===== src/rtl/frame_luma_exposure_check_unit_defines.svh =====
// assertion macros shared by flec_pixel.sv and flec_seq.sv
`ifndef FRAME_LUMA_EXPOSURE_CHECK_UNIT_DEFINES_SVH
`define FRAME_LUMA_EXPOSURE_CHECK_UNIT_DEFINES_SVH

// condition holds at every clock edge out of reset
`define FLEC_ASSERT_ALWAYS(lbl, cond, msg) \
    lbl: assert property (@(posedge clk) disable iff (!rst_n) (cond)) else $error(msg);

// consequent holds in the same cycle as the antecedent
`define FLEC_ASSERT_IMPLY(lbl, ante, cons, msg) \
    lbl: assert property (@(posedge clk) disable iff (!rst_n) (ante) |-> (cons)) else $error(msg);

`endif


===== src/rtl/flec_pkg.sv =====
package flec_pkg;

    localparam int DIM_W      = 14;
    localparam int MODE_W     = 2;
    localparam int CFG_IDX_W  = 2;
    localparam int PIX_W      = 8;
    localparam int CNT_W      = 27;
    localparam int LUMA_W     = 24;
    localparam int LUMA_SUM_W = 50;
    localparam int CH_SUM_W   = 34;
    localparam int MEAN_W     = 8;
    localparam int Q_FRAC     = 16;
    localparam int SHI_W      = LUMA_SUM_W - Q_FRAC;

    localparam int MA_W = 14;
    localparam int MB_W = 34;
    localparam int MP_W = MA_W + MB_W;

    localparam int MAX_DIMENSION_DEF = 8192;
    localparam longint unsigned CAP_LIMIT = 64'd67108864;

    localparam logic [LUMA_W-1:0] W_RED   = 24'd13933;
    localparam logic [LUMA_W-1:0] W_GREEN = 24'd46871;
    localparam logic [LUMA_W-1:0] W_BLUE  = 24'd4732;

    localparam logic [LUMA_W-1:0] DARK_LIMIT   = 24'd786432;
    localparam logic [LUMA_W-1:0] BRIGHT_LIMIT = 24'd16056320;

    localparam logic [CFG_IDX_W-1:0] CFG_IDX_WIDTH  = 2'd0;
    localparam logic [CFG_IDX_W-1:0] CFG_IDX_HEIGHT = 2'd1;
    localparam logic [CFG_IDX_W-1:0] CFG_IDX_MODE   = 2'd2;

    localparam logic [MODE_W-1:0] MODE_CITY     = 2'd0;
    localparam logic [MODE_W-1:0] MODE_MAP      = 2'd1;
    localparam logic [MODE_W-1:0] MODE_INTERIOR = 2'd2;
    localparam logic [MODE_W-1:0] MODE_WARDROBE = 2'd3;

    typedef struct packed {
        logic [LUMA_SUM_W-1:0] luma_sum;
        logic [CH_SUM_W-1:0]   red_sum;
        logic [CH_SUM_W-1:0]   blue_sum;
        logic [CNT_W-1:0]      dark;
        logic [CNT_W-1:0]      bright;
        logic [CNT_W-1:0]      count;
        logic                  overflow;
    } acc_t;

    typedef struct packed {
        logic [MP_W-1:0] lhs;
        logic [MA_W-1:0] mul_a;
        logic [MB_W-1:0] mul_b;
    } mcu_op_t;

    typedef struct packed {
        logic            ge;
        logic            eq;
        logic [MP_W-1:0] diff;
        logic [MP_W-1:0] prod;
    } mcu_res_t;

    function automatic logic [7:0] mean_low(input logic [MODE_W-1:0] mode);
        logic [7:0] v;
        case (mode)
            MODE_MAP:      v = 8'd12;
            MODE_INTERIOR: v = 8'd25;
            MODE_WARDROBE: v = 8'd45;
            default:       v = 8'd95;
        endcase
        return v;
    endfunction

    function automatic logic [7:0] mean_high(input logic [MODE_W-1:0] mode);
        logic [7:0] v;
        case (mode)
            MODE_MAP:      v = 8'd110;
            MODE_INTERIOR: v = 8'd160;
            MODE_WARDROBE: v = 8'd170;
            default:       v = 8'd145;
        endcase
        return v;
    endfunction

    function automatic logic [6:0] crush_pct(input logic [MODE_W-1:0] mode);
        logic [6:0] v;
        case (mode)
            MODE_MAP:      v = 7'd90;
            MODE_INTERIOR: v = 7'd50;
            MODE_WARDROBE: v = 7'd35;
            default:       v = 7'd12;
        endcase
        return v;
    endfunction

    function automatic logic [6:0] clip_pct(input logic [MODE_W-1:0] mode);
        logic [6:0] v;
        case (mode)
            MODE_INTERIOR: v = 7'd5;
            MODE_WARDROBE: v = 7'd5;
            default:       v = 7'd3;
        endcase
        return v;
    endfunction

endpackage


===== src/rtl/frame_luma_exposure_check_unit.sv =====
// channel   direction  handshake              payload
// pixel     in         in_valid / in_ready    pixel_red, pixel_green, pixel_blue, frame_last
// result    out        out_valid / out_ready  frame_passed, size_error, luma_average,
//                                             crushed_pixels, clipped_pixels, pixels_seen
// config    in         cfg_wr_en              cfg_index, cfg_data
//
// pixels without frame_last are taken one per cycle through a two stage luma/accumulate pipe
// a frame_last pixel holds in_ready low while the frame is judged: a drain state, 18 operations
// on the shared multiply-compare unit (8 division steps, 10 limit check and scale steps)
// and the load of the result register; the accumulators clear as it loads
// the load waits, with in_ready low, while the previous result has not been taken
// asynchronous active-low reset clears config, accumulators and control
module frame_luma_exposure_check_unit
    import flec_pkg::*;
#(
    parameter int MAX_DIMENSION = MAX_DIMENSION_DEF
)
(
    input  logic                 clk,
    input  logic                 rst_n,
    input  logic                 in_valid,
    output logic                 in_ready,
    input  logic [PIX_W-1:0]     pixel_red,
    input  logic [PIX_W-1:0]     pixel_green,
    input  logic [PIX_W-1:0]     pixel_blue,
    input  logic                 frame_last,
    output logic                 out_valid,
    input  logic                 out_ready,
    output logic                 frame_passed,
    output logic                 size_error,
    output logic [MEAN_W-1:0]    luma_average,
    output logic [CNT_W-1:0]     crushed_pixels,
    output logic [CNT_W-1:0]     clipped_pixels,
    output logic [CNT_W-1:0]     pixels_seen,
    input  logic                 cfg_wr_en,
    input  logic [CFG_IDX_W-1:0] cfg_index,
    input  logic [DIM_W-1:0]     cfg_data
);

    logic     pixel_take;
    logic     acc_clear;
    acc_t     acc;
    mcu_op_t  mcu_op;
    mcu_res_t mcu_res;

    assign pixel_take = in_valid && in_ready;

    flec_pixel #(
        .MAX_DIMENSION (MAX_DIMENSION)
    ) u_pixel (
        .clk         (clk),
        .rst_n       (rst_n),
        .pixel_take  (pixel_take),
        .pixel_red   (pixel_red),
        .pixel_green (pixel_green),
        .pixel_blue  (pixel_blue),
        .acc_clear   (acc_clear),
        .acc         (acc)
    );

    flec_mcu u_mcu (
        .clk (clk),
        .op  (mcu_op),
        .res (mcu_res)
    );

    flec_seq #(
        .MAX_DIMENSION (MAX_DIMENSION)
    ) u_seq (
        .clk            (clk),
        .rst_n          (rst_n),
        .pixel_take     (pixel_take),
        .frame_last     (frame_last),
        .in_ready       (in_ready),
        .cfg_wr_en      (cfg_wr_en),
        .cfg_index      (cfg_index),
        .cfg_data       (cfg_data),
        .acc            (acc),
        .acc_clear      (acc_clear),
        .mcu_op         (mcu_op),
        .mcu_res        (mcu_res),
        .out_valid      (out_valid),
        .out_ready      (out_ready),
        .frame_passed   (frame_passed),
        .size_error     (size_error),
        .luma_average   (luma_average),
        .crushed_pixels (crushed_pixels),
        .clipped_pixels (clipped_pixels),
        .pixels_seen    (pixels_seen)
    );

endmodule


===== src/rtl/flec_mcu.sv =====
module flec_mcu
    import flec_pkg::*;
(
    input  logic     clk,
    input  mcu_op_t  op,
    output mcu_res_t res
);

    logic [MP_W-1:0] prod_reg;
    logic [MP_W-1:0] prod_next;
    logic [MP_W-1:0] lhs_reg;

    assign prod_next = MP_W'(op.mul_a) * MP_W'(op.mul_b);

    always_ff @(posedge clk)
    begin
        prod_reg <= prod_next;
        lhs_reg  <= op.lhs;
    end

    assign res.ge   = lhs_reg >= prod_reg;
    assign res.eq   = lhs_reg == prod_reg;
    assign res.diff = lhs_reg - prod_reg;
    assign res.prod = prod_reg;

endmodule


===== src/rtl/flec_pixel.sv =====
`include "frame_luma_exposure_check_unit_defines.svh"

module flec_pixel
    import flec_pkg::*;
#(
    parameter int MAX_DIMENSION = MAX_DIMENSION_DEF
)
(
    input  logic             clk,
    input  logic             rst_n,
    input  logic             pixel_take,
    input  logic [PIX_W-1:0] pixel_red,
    input  logic [PIX_W-1:0] pixel_green,
    input  logic [PIX_W-1:0] pixel_blue,
    input  logic             acc_clear,
    output acc_t             acc
);

    localparam longint unsigned DimSq  = longint'(MAX_DIMENSION) * longint'(MAX_DIMENSION);
    localparam longint unsigned CapAll = (DimSq > CAP_LIMIT) ? CAP_LIMIT : DimSq;
    localparam logic [CNT_W-1:0] CountCap = CNT_W'(CapAll);

    logic [LUMA_W-1:0] luma_next;
    logic [LUMA_W-1:0] luma_reg;
    logic [PIX_W-1:0]  red_reg;
    logic [PIX_W-1:0]  blue_reg;
    logic              stage_valid_reg;

    logic [LUMA_SUM_W-1:0] luma_sum_reg;
    logic [CH_SUM_W-1:0]   red_sum_reg;
    logic [CH_SUM_W-1:0]   blue_sum_reg;
    logic [CNT_W-1:0]      dark_reg;
    logic [CNT_W-1:0]      bright_reg;
    logic [CNT_W-1:0]      count_reg;
    logic                  overflow_reg;

    // luma in q16, constant weights
    assign luma_next = W_RED * LUMA_W'(pixel_red)
                     + W_GREEN * LUMA_W'(pixel_green)
                     + W_BLUE * LUMA_W'(pixel_blue);

    always_ff @(posedge clk or negedge rst_n)
    begin
        if (!rst_n)
        begin
            stage_valid_reg <= 1'b0;
        end
        else
        begin
            stage_valid_reg <= pixel_take;
        end
    end

    always_ff @(posedge clk)
    begin
        if (pixel_take)
        begin
            luma_reg <= luma_next;
            red_reg  <= pixel_red;
            blue_reg <= pixel_blue;
        end
    end

    always_ff @(posedge clk or negedge rst_n)
    begin
        if (!rst_n)
        begin
            luma_sum_reg <= '0;
            red_sum_reg  <= '0;
            blue_sum_reg <= '0;
            dark_reg     <= '0;
            bright_reg   <= '0;
            count_reg    <= '0;
            overflow_reg <= 1'b0;
        end
        else if (acc_clear)
        begin
            luma_sum_reg <= '0;
            red_sum_reg  <= '0;
            blue_sum_reg <= '0;
            dark_reg     <= '0;
            bright_reg   <= '0;
            count_reg    <= '0;
            overflow_reg <= 1'b0;
        end
        else if (stage_valid_reg)
        begin
            if (count_reg >= CountCap)
            begin
                overflow_reg <= 1'b1;
            end
            else
            begin
                luma_sum_reg <= luma_sum_reg + LUMA_SUM_W'(luma_reg);
                red_sum_reg  <= red_sum_reg + CH_SUM_W'(red_reg);
                blue_sum_reg <= blue_sum_reg + CH_SUM_W'(blue_reg);
                if (luma_reg < DARK_LIMIT)
                begin
                    dark_reg <= dark_reg + 1'b1;
                end
                if (luma_reg > BRIGHT_LIMIT)
                begin
                    bright_reg <= bright_reg + 1'b1;
                end
                count_reg <= count_reg + 1'b1;
            end
        end
    end

    assign acc.luma_sum = luma_sum_reg;
    assign acc.red_sum  = red_sum_reg;
    assign acc.blue_sum = blue_sum_reg;
    assign acc.dark     = dark_reg;
    assign acc.bright   = bright_reg;
    assign acc.count    = count_reg;
    assign acc.overflow = overflow_reg;

    `FLEC_ASSERT_ALWAYS(a_count_cap, count_reg <= CountCap, "pixel count above cap")
    `FLEC_ASSERT_IMPLY(a_overflow_at_cap, overflow_reg, count_reg == CountCap, "overflow below cap")
    `FLEC_ASSERT_IMPLY(a_clear_idle, acc_clear, !stage_valid_reg, "clear with pixel in flight")

endmodule


===== src/rtl/flec_seq.sv =====
`include "frame_luma_exposure_check_unit_defines.svh"

module flec_seq
    import flec_pkg::*;
#(
    parameter int MAX_DIMENSION = MAX_DIMENSION_DEF
)
(
    input  logic                 clk,
    input  logic                 rst_n,
    input  logic                 pixel_take,
    input  logic                 frame_last,
    output logic                 in_ready,
    input  logic                 cfg_wr_en,
    input  logic [CFG_IDX_W-1:0] cfg_index,
    input  logic [DIM_W-1:0]     cfg_data,
    input  acc_t                 acc,
    output logic                 acc_clear,
    output mcu_op_t              mcu_op,
    input  mcu_res_t             mcu_res,
    output logic                 out_valid,
    input  logic                 out_ready,
    output logic                 frame_passed,
    output logic                 size_error,
    output logic [MEAN_W-1:0]    luma_average,
    output logic [CNT_W-1:0]     crushed_pixels,
    output logic [CNT_W-1:0]     clipped_pixels,
    output logic [CNT_W-1:0]     pixels_seen
);

    localparam logic [DIM_W:0] MaxDim  = (DIM_W + 1)'(MAX_DIMENSION);
    localparam int             SCALE_W = 37;

    localparam logic [4:0] OP_DIV_FIRST    = 5'd0;
    localparam logic [4:0] OP_DIV_LAST     = 5'd7;
    localparam logic [4:0] OP_MEAN_LO      = 5'd8;
    localparam logic [4:0] OP_MEAN_HI      = 5'd9;
    localparam logic [4:0] OP_DARK_SCALE   = 5'd10;
    localparam logic [4:0] OP_DARK_CMP     = 5'd11;
    localparam logic [4:0] OP_BRIGHT_SCALE = 5'd12;
    localparam logic [4:0] OP_BRIGHT_CMP   = 5'd13;
    localparam logic [4:0] OP_RATIO_MIN    = 5'd14;
    localparam logic [4:0] OP_RED_SCALE    = 5'd15;
    localparam logic [4:0] OP_RATIO_MAX    = 5'd16;
    localparam logic [4:0] OP_SIZE         = 5'd17;

    typedef enum logic [3:0] {
        S_IDLE  = 4'b0001,
        S_DRAIN = 4'b0010,
        S_CALC  = 4'b0100,
        S_DONE  = 4'b1000
    } state_t;

    state_t state_reg;
    state_t state_next;

    logic [DIM_W-1:0]  width_reg;
    logic [DIM_W-1:0]  height_reg;
    logic [MODE_W-1:0] mode_reg;

    logic [4:0]         op_reg;
    logic               phase_reg;
    logic [SHI_W-1:0]   rem_reg;
    logic [MEAN_W-1:0]  quot_reg;
    logic [SCALE_W-1:0] scale_reg;
    logic               ok_lo_reg;
    logic               ok_hi_reg;
    logic               ok_dark_reg;
    logic               ok_bright_reg;
    logic               ok_rmin_reg;
    logic               ok_rmax_reg;
    logic               size_match_reg;

    logic               out_valid_reg;
    logic               passed_reg;
    logic               size_err_reg;
    logic [MEAN_W-1:0]  mean_reg;
    logic [CNT_W-1:0]   crushed_reg;
    logic [CNT_W-1:0]   clipped_reg;
    logic [CNT_W-1:0]   seen_reg;

    logic [CH_SUM_W-1:0] blue_floor;
    logic                calc_end;
    logic                result_load;
    logic                size_err;
    logic                passed;

    assign blue_floor  = (acc.blue_sum == '0) ? CH_SUM_W'(1) : acc.blue_sum;
    assign calc_end    = (state_reg == S_CALC) && phase_reg && (op_reg == OP_SIZE);
    assign result_load = (state_reg == S_DONE) && (!out_valid_reg || out_ready);
    assign acc_clear   = result_load;
    assign in_ready    = (state_reg == S_IDLE);

    // config writes
    always_ff @(posedge clk or negedge rst_n)
    begin
        if (!rst_n)
        begin
            width_reg  <= '0;
            height_reg <= '0;
            mode_reg   <= MODE_CITY;
        end
        else if (cfg_wr_en)
        begin
            case (cfg_index)
                CFG_IDX_WIDTH:  width_reg  <= cfg_data;
                CFG_IDX_HEIGHT: height_reg <= cfg_data;
                CFG_IDX_MODE:   mode_reg   <= cfg_data[MODE_W-1:0];
                default:        ;
            endcase
        end
    end

    always_comb
    begin
        state_next = state_reg;
        case (state_reg)
            S_IDLE:
            begin
                if (pixel_take && frame_last)
                begin
                    state_next = S_DRAIN;
                end
            end
            S_DRAIN: state_next = S_CALC;
            S_CALC:
            begin
                if (calc_end)
                begin
                    state_next = S_DONE;
                end
            end
            S_DONE:
            begin
                if (result_load)
                begin
                    state_next = S_IDLE;
                end
            end
            default: state_next = S_IDLE;
        endcase
    end

    always_ff @(posedge clk or negedge rst_n)
    begin
        if (!rst_n)
        begin
            state_reg <= S_IDLE;
            op_reg    <= OP_DIV_FIRST;
            phase_reg <= 1'b0;
        end
        else
        begin
            state_reg <= state_next;
            if (state_reg == S_CALC)
            begin
                phase_reg <= !phase_reg;
                if (phase_reg)
                begin
                    op_reg <= op_reg + 1'b1;
                end
            end
            else
            begin
                op_reg    <= OP_DIV_FIRST;
                phase_reg <= 1'b0;
            end
        end
    end

    // operand select for the shared multiply-compare unit
    always_comb
    begin
        mcu_op = '0;
        case (op_reg) inside
            [OP_DIV_FIRST:OP_DIV_LAST]:
            begin
                // first step takes the dividend straight from the accumulator
                mcu_op.lhs   = (op_reg == OP_DIV_FIRST)
                             ? MP_W'(acc.luma_sum[LUMA_SUM_W-1:Q_FRAC])
                             : MP_W'(rem_reg);
                mcu_op.mul_a = MA_W'(8'h80 >> op_reg[2:0]);
                mcu_op.mul_b = MB_W'(acc.count);
            end
            OP_MEAN_LO:
            begin
                mcu_op.lhs   = MP_W'(acc.luma_sum[LUMA_SUM_W-1:Q_FRAC]);
                mcu_op.mul_a = MA_W'(mean_low(mode_reg));
                mcu_op.mul_b = MB_W'(acc.count);
            end
            OP_MEAN_HI:
            begin
                mcu_op.lhs   = MP_W'(acc.luma_sum[LUMA_SUM_W-1:Q_FRAC]);
                mcu_op.mul_a = MA_W'(mean_high(mode_reg));
                mcu_op.mul_b = MB_W'(acc.count);
            end
            OP_DARK_SCALE:
            begin
                mcu_op.mul_a = MA_W'(100);
                mcu_op.mul_b = MB_W'(acc.dark);
            end
            OP_DARK_CMP:
            begin
                mcu_op.lhs   = MP_W'(scale_reg);
                mcu_op.mul_a = MA_W'(crush_pct(mode_reg));
                mcu_op.mul_b = MB_W'(acc.count);
            end
            OP_BRIGHT_SCALE:
            begin
                mcu_op.mul_a = MA_W'(100);
                mcu_op.mul_b = MB_W'(acc.bright);
            end
            OP_BRIGHT_CMP:
            begin
                mcu_op.lhs   = MP_W'(scale_reg);
                mcu_op.mul_a = MA_W'(clip_pct(mode_reg));
                mcu_op.mul_b = MB_W'(acc.count);
            end
            OP_RATIO_MIN:
            begin
                mcu_op.lhs   = MP_W'(acc.red_sum);
                mcu_op.mul_a = MA_W'(1);
                mcu_op.mul_b = blue_floor;
            end
            OP_RED_SCALE:
            begin
                mcu_op.mul_a = MA_W'(4);
                mcu_op.mul_b = acc.red_sum;
            end
            OP_RATIO_MAX:
            begin
                mcu_op.lhs   = MP_W'(scale_reg);
                mcu_op.mul_a = MA_W'(5);
                mcu_op.mul_b = blue_floor;
            end
            OP_SIZE:
            begin
                mcu_op.lhs   = MP_W'(acc.count);
                mcu_op.mul_a = width_reg;
                mcu_op.mul_b = MB_W'(height_reg);
            end
            default: mcu_op = '0;
        endcase
    end

    // collect unit results in the cycle after issue
    always_ff @(posedge clk)
    begin
        if (state_reg == S_DRAIN)
        begin
            quot_reg <= '0;
        end
        else if (state_reg == S_CALC && !phase_reg && op_reg == OP_DIV_FIRST)
        begin
            rem_reg <= acc.luma_sum[LUMA_SUM_W-1:Q_FRAC];
        end
        else if (state_reg == S_CALC && phase_reg)
        begin
            case (op_reg) inside
                [OP_DIV_FIRST:OP_DIV_LAST]:
                begin
                    quot_reg <= {quot_reg[MEAN_W-2:0], mcu_res.ge};
                    if (mcu_res.ge)
                    begin
                        rem_reg <= mcu_res.diff[SHI_W-1:0];
                    end
                end
                OP_MEAN_LO: ok_lo_reg <= mcu_res.ge;
                OP_MEAN_HI:
                begin
                    ok_hi_reg <= !mcu_res.ge
                              || (mcu_res.eq && acc.luma_sum[Q_FRAC-1:0] == '0);
                end
                OP_DARK_SCALE:   scale_reg <= mcu_res.prod[SCALE_W-1:0];
                OP_DARK_CMP:     ok_dark_reg <= !mcu_res.ge;
                OP_BRIGHT_SCALE: scale_reg <= mcu_res.prod[SCALE_W-1:0];
                OP_BRIGHT_CMP:   ok_bright_reg <= !mcu_res.ge;
                OP_RATIO_MIN:    ok_rmin_reg <= mcu_res.ge;
                OP_RED_SCALE:    scale_reg <= mcu_res.prod[SCALE_W-1:0];
                OP_RATIO_MAX:    ok_rmax_reg <= !mcu_res.ge || mcu_res.eq;
                OP_SIZE:         size_match_reg <= mcu_res.eq;
                default:         ;
            endcase
        end
    end

    assign size_err = (width_reg == '0) || (height_reg == '0)
                   || ({1'b0, width_reg} > MaxDim) || ({1'b0, height_reg} > MaxDim)
                   || acc.overflow || !size_match_reg;

    assign passed = !size_err && (acc.count != '0)
                 && ok_lo_reg && ok_hi_reg && ok_dark_reg && ok_bright_reg
                 && ((mode_reg != MODE_CITY) || (ok_rmin_reg && ok_rmax_reg));

    always_ff @(posedge clk or negedge rst_n)
    begin
        if (!rst_n)
        begin
            out_valid_reg <= 1'b0;
        end
        else if (result_load)
        begin
            out_valid_reg <= 1'b1;
        end
        else if (out_ready)
        begin
            out_valid_reg <= 1'b0;
        end
    end

    always_ff @(posedge clk)
    begin
        if (result_load)
        begin
            passed_reg   <= passed;
            size_err_reg <= size_err;
            mean_reg     <= (acc.count == '0) ? '0 : quot_reg;
            crushed_reg  <= acc.dark;
            clipped_reg  <= acc.bright;
            seen_reg     <= acc.count;
        end
    end

    assign out_valid      = out_valid_reg;
    assign frame_passed   = passed_reg;
    assign size_error     = size_err_reg;
    assign luma_average   = mean_reg;
    assign crushed_pixels = crushed_reg;
    assign clipped_pixels = clipped_reg;
    assign pixels_seen    = seen_reg;

    `FLEC_ASSERT_IMPLY(a_div_rem,
        (state_reg == S_DONE) && (acc.count != '0),
        rem_reg < SHI_W'(acc.count),
        "division remainder not below count")
    `FLEC_ASSERT_IMPLY(a_calc_no_take, state_reg != S_IDLE, !pixel_take,
        "pixel transfer while judging frame")

endmodule

===== config.mk =====
export PLATFORM = sky130hd
export DESIGN_NAME = frame_luma_exposure_check_unit
export DESIGN_NICKNAME = d
export VERILOG_FILES = /design/src/rtl/flec_pkg.sv /design/src/rtl/frame_luma_exposure_check_unit.sv /design/src/rtl/flec_mcu.sv /design/src/rtl/flec_pixel.sv /design/src/rtl/flec_seq.sv
export VERILOG_INCLUDE_DIRS = /design/src /design/src/rtl
export SDC_FILE = /design/constraint.sdc
export NUM_CORES = 2
export LEC_CHECK = 0
export ABC_AREA = 1
export ABC_CLOCK_PERIOD_IN_PS = 9800
export BUFFER_PORTS_ARGS = -buffer_cell sky130_fd_sc_hd__buf_2
export CAP_MARGIN = 40
export CORE_MARGIN = 10
export CORE_UTILIZATION = 45
export CTS_BUF_LIST = sky130_fd_sc_hd__clkbuf_8 sky130_fd_sc_hd__clkbuf_16
export DETAILED_ROUTE_END_ITERATION = 6
export PLACE_DENSITY = 0.65
export SLEW_MARGIN = 30
export SYNTH_ARGS = -nofsm -noshare
export SYNTH_HDL_FRONTEND = slang
export SYNTH_SLANG_ARGS = --single-unit

===== constraint.sdc =====
create_clock -name clk -period 9.8 [get_ports clk]
set_input_delay 0.98 -clock clk [delete_from_list [all_inputs] [get_ports clk]]
set_output_delay 0.98 -clock clk [all_outputs]
set_load 0.02 [all_outputs]

Word-level counts from Yosys, hierarchy flattened
Index checks and enable logic that the tools add are counted.
Word-level totals
  bits in registers: 555
  bits in latches: 0
  memory bits (writable): 0
  ROM bits: 0
  output and inout bits: 93
  memories kept: 0
Operators by class
  add/subtract/negate cells: 10
  multiply operators: 4
  div/mod/pow operators: 0
  magnitude comparators: 8
  equality and inequality tests: 28
  shift operators: 1
  muxes and demuxes: 70
  bitwise logic cells: 12
  reductions and logical operators: 67
Operators with widths (count)
  48-bit 2-to-1 mux: 21
  34-bit 2-to-1 mux: 12
  27-bit 2-to-1 mux: 12
  37-bit 2-to-1 mux: 6
  50-bit 2-to-1 mux: 3
  27-bit by 1-bit adder with 27-bit output (second input constant): 3
  34-bit by 8-bit adder with 34-bit output: 2
  50-bit by 24-bit adder with 50-bit output: 1
  48-bit == test: 1
  48-bit >= comparator: 1
  14-bit by 34-bit multiplier with 48-bit output: 1
  7-bit one-hot mux with 3 select lines: 2
  5-bit by 4-bit == test with 1-bit output (second input constant): 8
  34-bit logical NOT: 1
  34-bit subtractor: 1
  14-bit > comparator (second input constant): 2
  14-bit logical NOT: 2
  27-bit >= comparator (second input constant): 1
  27-bit logical NOT: 1
  27-bit nonzero test: 1
  22-bit by 24-bit adder with 24-bit output: 1
  24-bit by 21-bit adder with 24-bit output: 1
  24-bit > comparator (second input constant): 1
  24-bit by 20-bit < comparator with 1-bit output (second input constant): 1
  43 further kinds: 114

Depth between registers and ports, before layout
  depth after elaboration: 13
  mapped depth: 43
  mapped depth without buffers: 41

Hierarchy
From an unflattened synthesis, not the netlist that was laid out.
Second synthesis, totals
  cells, all modules: 7721
  area total of the unflattened synthesis: 56719.4 um^2
Modules (own cells, without submodules)
  flec_mcu: instances 1, cells an instance 3497, area an instance 23107.2 um^2
  flec_pixel: instances 1, cells an instance 2764, area an instance 21439.3 um^2
  flec_seq: instances 1, cells an instance 1458, area an instance 12165.4 um^2
  frame_luma_exposure_check_unit: instances 1, cells an instance 2, area an instance 7.5 um^2

Least setup slack after synthesis
OpenSTA, ideal clock, no wires.
  kind: input to register
  start point: input port pixel_blue[5]
  end point: register u_pixel.luma_reg[16], data pin
  setup time: 0.259 ns
  arrival time: 7.062 ns
  required time: 9.541 ns
  slack: 2.479 ns
  stages: 26
  buffers on the path: 0
  cell sequence: fa_1 -> inv_1 -> fa_1 -> fa_1 -> inv_1 -> fa_1 -> ha_1 -> inv_1 -> nor3_1 -> nand2_1 -> nand2_1 -> xor2_1 -> fa_1 -> fa_1 -> inv_1 -> fa_1 -> inv_1 -> fa_1 -> ha_1 -> nand2_1 -> nor2_1 -> inv_1 -> o21ai_0 -> nand3_1 -> nand2_1 -> xor2_1
Between the ends
  longest elaborated chain between the ends: 2
Ends and longest elaborated chain
  start, declared: line frame_luma_exposure_check_unit.sv:25  | input logic [PIX_W-1:0] pixel_blue,
  11-bit by 8-bit multiplier with 19-bit output: line flec_pixel.sv:40  | + W_BLUE * LUMA_W'(pixel_blue);
  24-bit by 21-bit adder with 24-bit output: line flec_pixel.sv:40
  net u_pixel.luma_next[16]: line flec_pixel.sv:23  | logic [LUMA_W-1:0] luma_next;
  end signal, assigned: line flec_pixel.sv:58  | luma_reg <= luma_next;
  end, declared: line flec_pixel.sv:24  | logic [LUMA_W-1:0] luma_reg;
The timed path passes the listed nets, and every way through them passes these cells.
A chain may end at the register's enable or synchronous reset.

Final worst setup path
  start point: register u_seq.op_reg[2]
  end point: register u_mcu.prod_reg[22]
Between the ends
  longest elaborated chain between the ends: 13
Ends and longest elaborated chain
  start, declared: line flec_seq.sv:61  | logic [4:0] op_reg;
  start signal, assigned: line flec_seq.sv:160  | op_reg <= op_reg + 1'b1;
  5-bit == test
  48-bit 2-to-1 mux (10 in series): line flec_seq.sv:175  | case (op_reg) inside
  48-bit 2-to-1 mux *: line flec_seq.sv:175
  14-bit by 34-bit multiplier with 48-bit output *: line flec_mcu.sv:13  | assign prod_next = MP_W'(op.mul_a) * MP_W'(op.mul_b);
  net u_mcu.prod_next[22]: line flec_mcu.sv:10  | logic [MP_W-1:0] prod_next;
  end signal, assigned: line flec_mcu.sv:17  | prod_reg <= prod_next;
  end, declared: line flec_mcu.sv:9  | logic [MP_W-1:0] prod_reg;
The timed path passes the listed nets; every way through them passes the cells marked *.

==> summary.txt <==
Setup path
  • CP max stage cell: dfrtp_1
  • Startpoint types: register
  • Worst Path Max Fanout: 19
  • Reg-to-reg setup timing slack: 0.74 ns
  • Setup crit end kind: register
  • Critical path class: reg -> reg
  • Crit path DAT: 9.56 ns
  • Worst r2r src: u_seq.op_reg[2]$_DFFE_PN0N_
  • Delay-heaviest family, CP: adder cells
  • R2R cell count: 29
  • WP data required: 10.30 ns
  • Bufs and invs on worst path: 6
  • CP max stage delay: 0.75 ns
  • R2R Path End: u_mcu.prod_reg[22]$_DFF_P_

Place
  • PortBufs: 138
  • Global placer's final weighted congestion: 0.9799
  • Detailed placement HPWL: 147,100 um

Power and ir drop
  • Gate power share: 68.5%
  • Flop pwr share: 18.7%
  • Sw power: 0.01024 W
  • Worst vdd ir: 0.0006999 V
  • Sw frac: 52.39%
  • Int Pwr: 0.009301 W
  • Pwr/cell area: 336.4 nW/um2
  • Clock power share: 12.8%
  • Leak pwr: 28.08 nW

Layout
  • Max FFs per register: 50
  • Share of cells above drive strength 1: 5.758%
  • Fill cells: 11,560
  • Final Net Count: 7,929
  • Layout area overhead: 9.946%
  • Diode count: 0
  • Final Core Density: 49.91%

Floorplanning
  • Die Span Y: 362.6 um
  • CORE AREA: 116,400 um2
  • Row Count: 125
  • Die area: 131,500 um2
  • IO Count: 139
  • Die X-Extent: 362.6 um
  • Initial Utilization: 45.40%

STA
  • Slew @ Worst Pin: 0.9137 ns
  • Setup tns final: 0 ns
  • Final Max Tran Viols: 0
  • Endpoints failing hold: 0
  • Final setup violating endpoints: 0
  • Fin crit share: 92.48%
  • RSZ-0062 raised after global routing: no
  • Slew HR: 39.09%
  • Layout Skew: 0.02953 ns
  • Minimum clock period: 9.063 ns
  • Fmax: 110.3 MHz

CTS
  • Clock buffer depth: 3
  • Root buf cell: clkbuf_16
  • CTS buffer count: 66
  • Post-cts sizing count: 0
  • Clk sinks: 544
  • Worst-path clk slew: 0.06 ns
  • # H-tree levels: 3
  • TritonCTS clock tree: yes
  • Post-CTS setup buffers: 0
  • # hold bufs at CTS: 0
  • Worst skew pair latency: 0.66 ns

Yosys
  • Yosys cell types: 64
  • Most common cell in the netlist: nand2_1
  • Mux cell area share after synthesis: 0%
  • Largest family of logic cells by synthesized area: adder cells
  • Synthesized area: 52,820 um2
  • Synth area leaders: fa_1 (20%), edfxtp_1 (12%), dfrtp_1 (11%)
  • Post-synthesis xor/xnor area fraction: 1.758%
  • Compound-Gate Fraction of Synth Area: 11.56%
  • Share of the synthesized area in the top cell type: 19.78%
  • Simple-gate share of the synthesized area: 21.51%
  • Syn Inst Count: 6,755
  • Post-synthesis adder-cell area fraction: 28.00%
  • Flop and latch count out of synthesis: 544
  • FFs w/ async S/R, synth: 44.49%
  • Number of synthesized flops with an enable pin: 209
  • Synth top cells by count: nand2_1 (1,504), inv_1 (1,233), nor2_1 (566)
  • Post-synth top flop: dfrtp_1
  • Sequential share of the synthesized area: 26.87%
  • Largest area contributor in the netlist: fa_1
  • Mean Syn Cell Area: 7.820 um2
  • Syn. warnings: 0

GRT
  • GRT Util Overall: 27.22%
  • Largest net degree at the start of global routing: 136
  • Grt total ovfl: 0
  • First-pass GRT wire length: 277,100 um
  • Vias in the first global route: 45,700
  • Initial antenna violation count: 3

Run status
  • Status: finished with violations
  • Violated checks: DRC

Routing
  • Vias per cell: 5.448
  • Post-route antenna net violation count: 0
  • Drt initial violations: 4,558
  • Final WL: 180,400 um
  • DR WL/cell: 21.00 um
  • Initial DRT Pass Iterations: 7
  • Vias: 46,810
  • # DRC: 4

Worst hold path
  • Tightest Hold Check Type: in -> async

Run
  • Max_cap viols: 0
kinds of logic after synthesis:
logic type,Yosys count
AO/OA/AOI/OAI,1113
buffers and inverters,1422
other,2
adder cells (fa/ha/maj),869
XOR/XNOR,106
AND/OR/NAND/NOR,2699
flip-flops,544
stage by stage:
| stage | hold WS (ns) | cells | total power (W) | instance area [um2] | setup WS, ns |
|---|---|---|---|---|---|
| after floorplan | 0.4082 | 6915 | 0.01302 | 53420 | 2.479 |
| after global placement | 0.4198 | 8460 | 0.01628 | 55730 | 0.8382 |
| after detailed placement | 0.4210 | 8465 | 0.01641 | 55810 | 0.9209 |
| after CTS | 0.4261 | 8587 | 0.01900 | 58010 | 0.8514 |
| after global routing | 0.4543 | 8592 | 0.02151 | 58080 | 0.1532 |
| final | 0.4194 | 8592 | 0.01954 | 58080 | 0.7367 |
cells in the final DEF, fill, tap and decap left out, drive strengths merged, types with 13 or more instances in the layout:
cell    count
nor3      110
o22ai      30
nand3b     13
dfxtp      93
nor2      574
xor2       82
fa        522
o21a       20
buf       195
nor4       38
o21ai     452
edfxtp    209
ha        347
a211oi     17
conb      162
clkinv     25
o21bai     29
o211ai     22
a21boi     14
nand2    1539
a31oi      16
a21oi     458
nand3     265
o31ai      15
clkbuf     74
nand4     132
inv      1270
dfrtp     241
xnor2      24
or2        14
a21o       16
final cells by class:
cell class                      instances  area, um2  share of cell area [%]
Multi-Input combinational cell       4949      33830                   58.25
Inverter                             1256       4717                   8.122
Timing Repair Buffer                  197       1234                   2.124
Sequential cell                       544      14190                   24.44
Clock buffer                           72       1734                   2.986
Clock inverter                         50      457.9                  0.7885
Tap cell                             1524       1907                   3.283
routing by layer:
metal  global-route usage [%]  share of wire (%)
met1                    38.38                 44
met2                    42.05                 44
met3                    4.148                8.1
met4                    10.14                4.2
met5                        0                  0
worst max-delay path by stage:
stage / end / slack, ns / cells past startpoint / start
after floorplan: u_pixel.luma_reg[16]$_DFFE_PP_ / 2.48 / 26 / pixel_blue[5]
after global placement: u_mcu.prod_reg[22]$_DFF_P_ / 0.84 / 31 / u_seq.op_reg[2]$_DFFE_PN0N_
after detailed placement: u_mcu.prod_reg[22]$_DFF_P_ / 0.92 / 32 / u_seq.op_reg[2]$_DFFE_PN0N_
after CTS: u_mcu.prod_reg[22]$_DFF_P_ / 0.85 / 32 / u_seq.op_reg[2]$_DFFE_PN0N_
after global routing: u_mcu.prod_reg[22]$_DFF_P_ / 0.15 / 32 / u_seq.op_reg[2]$_DFFE_PN0N_
final: u_mcu.prod_reg[22]$_DFF_P_ / 0.74 / 29 / u_seq.op_reg[2]$_DFFE_PN0N_
power groups by stage:
stage               combinational (W)  sequential (W)  clock [W]
global placement               0.0126         0.00368          0
global route                   0.0152         0.00367    0.00263
floorplan                     0.00960         0.00342          0
detailed placement             0.0127         0.00368          0
finish                         0.0134         0.00365    0.00251
CTS                            0.0128         0.00364    0.00255
Power figures use the tool's default switching activity.
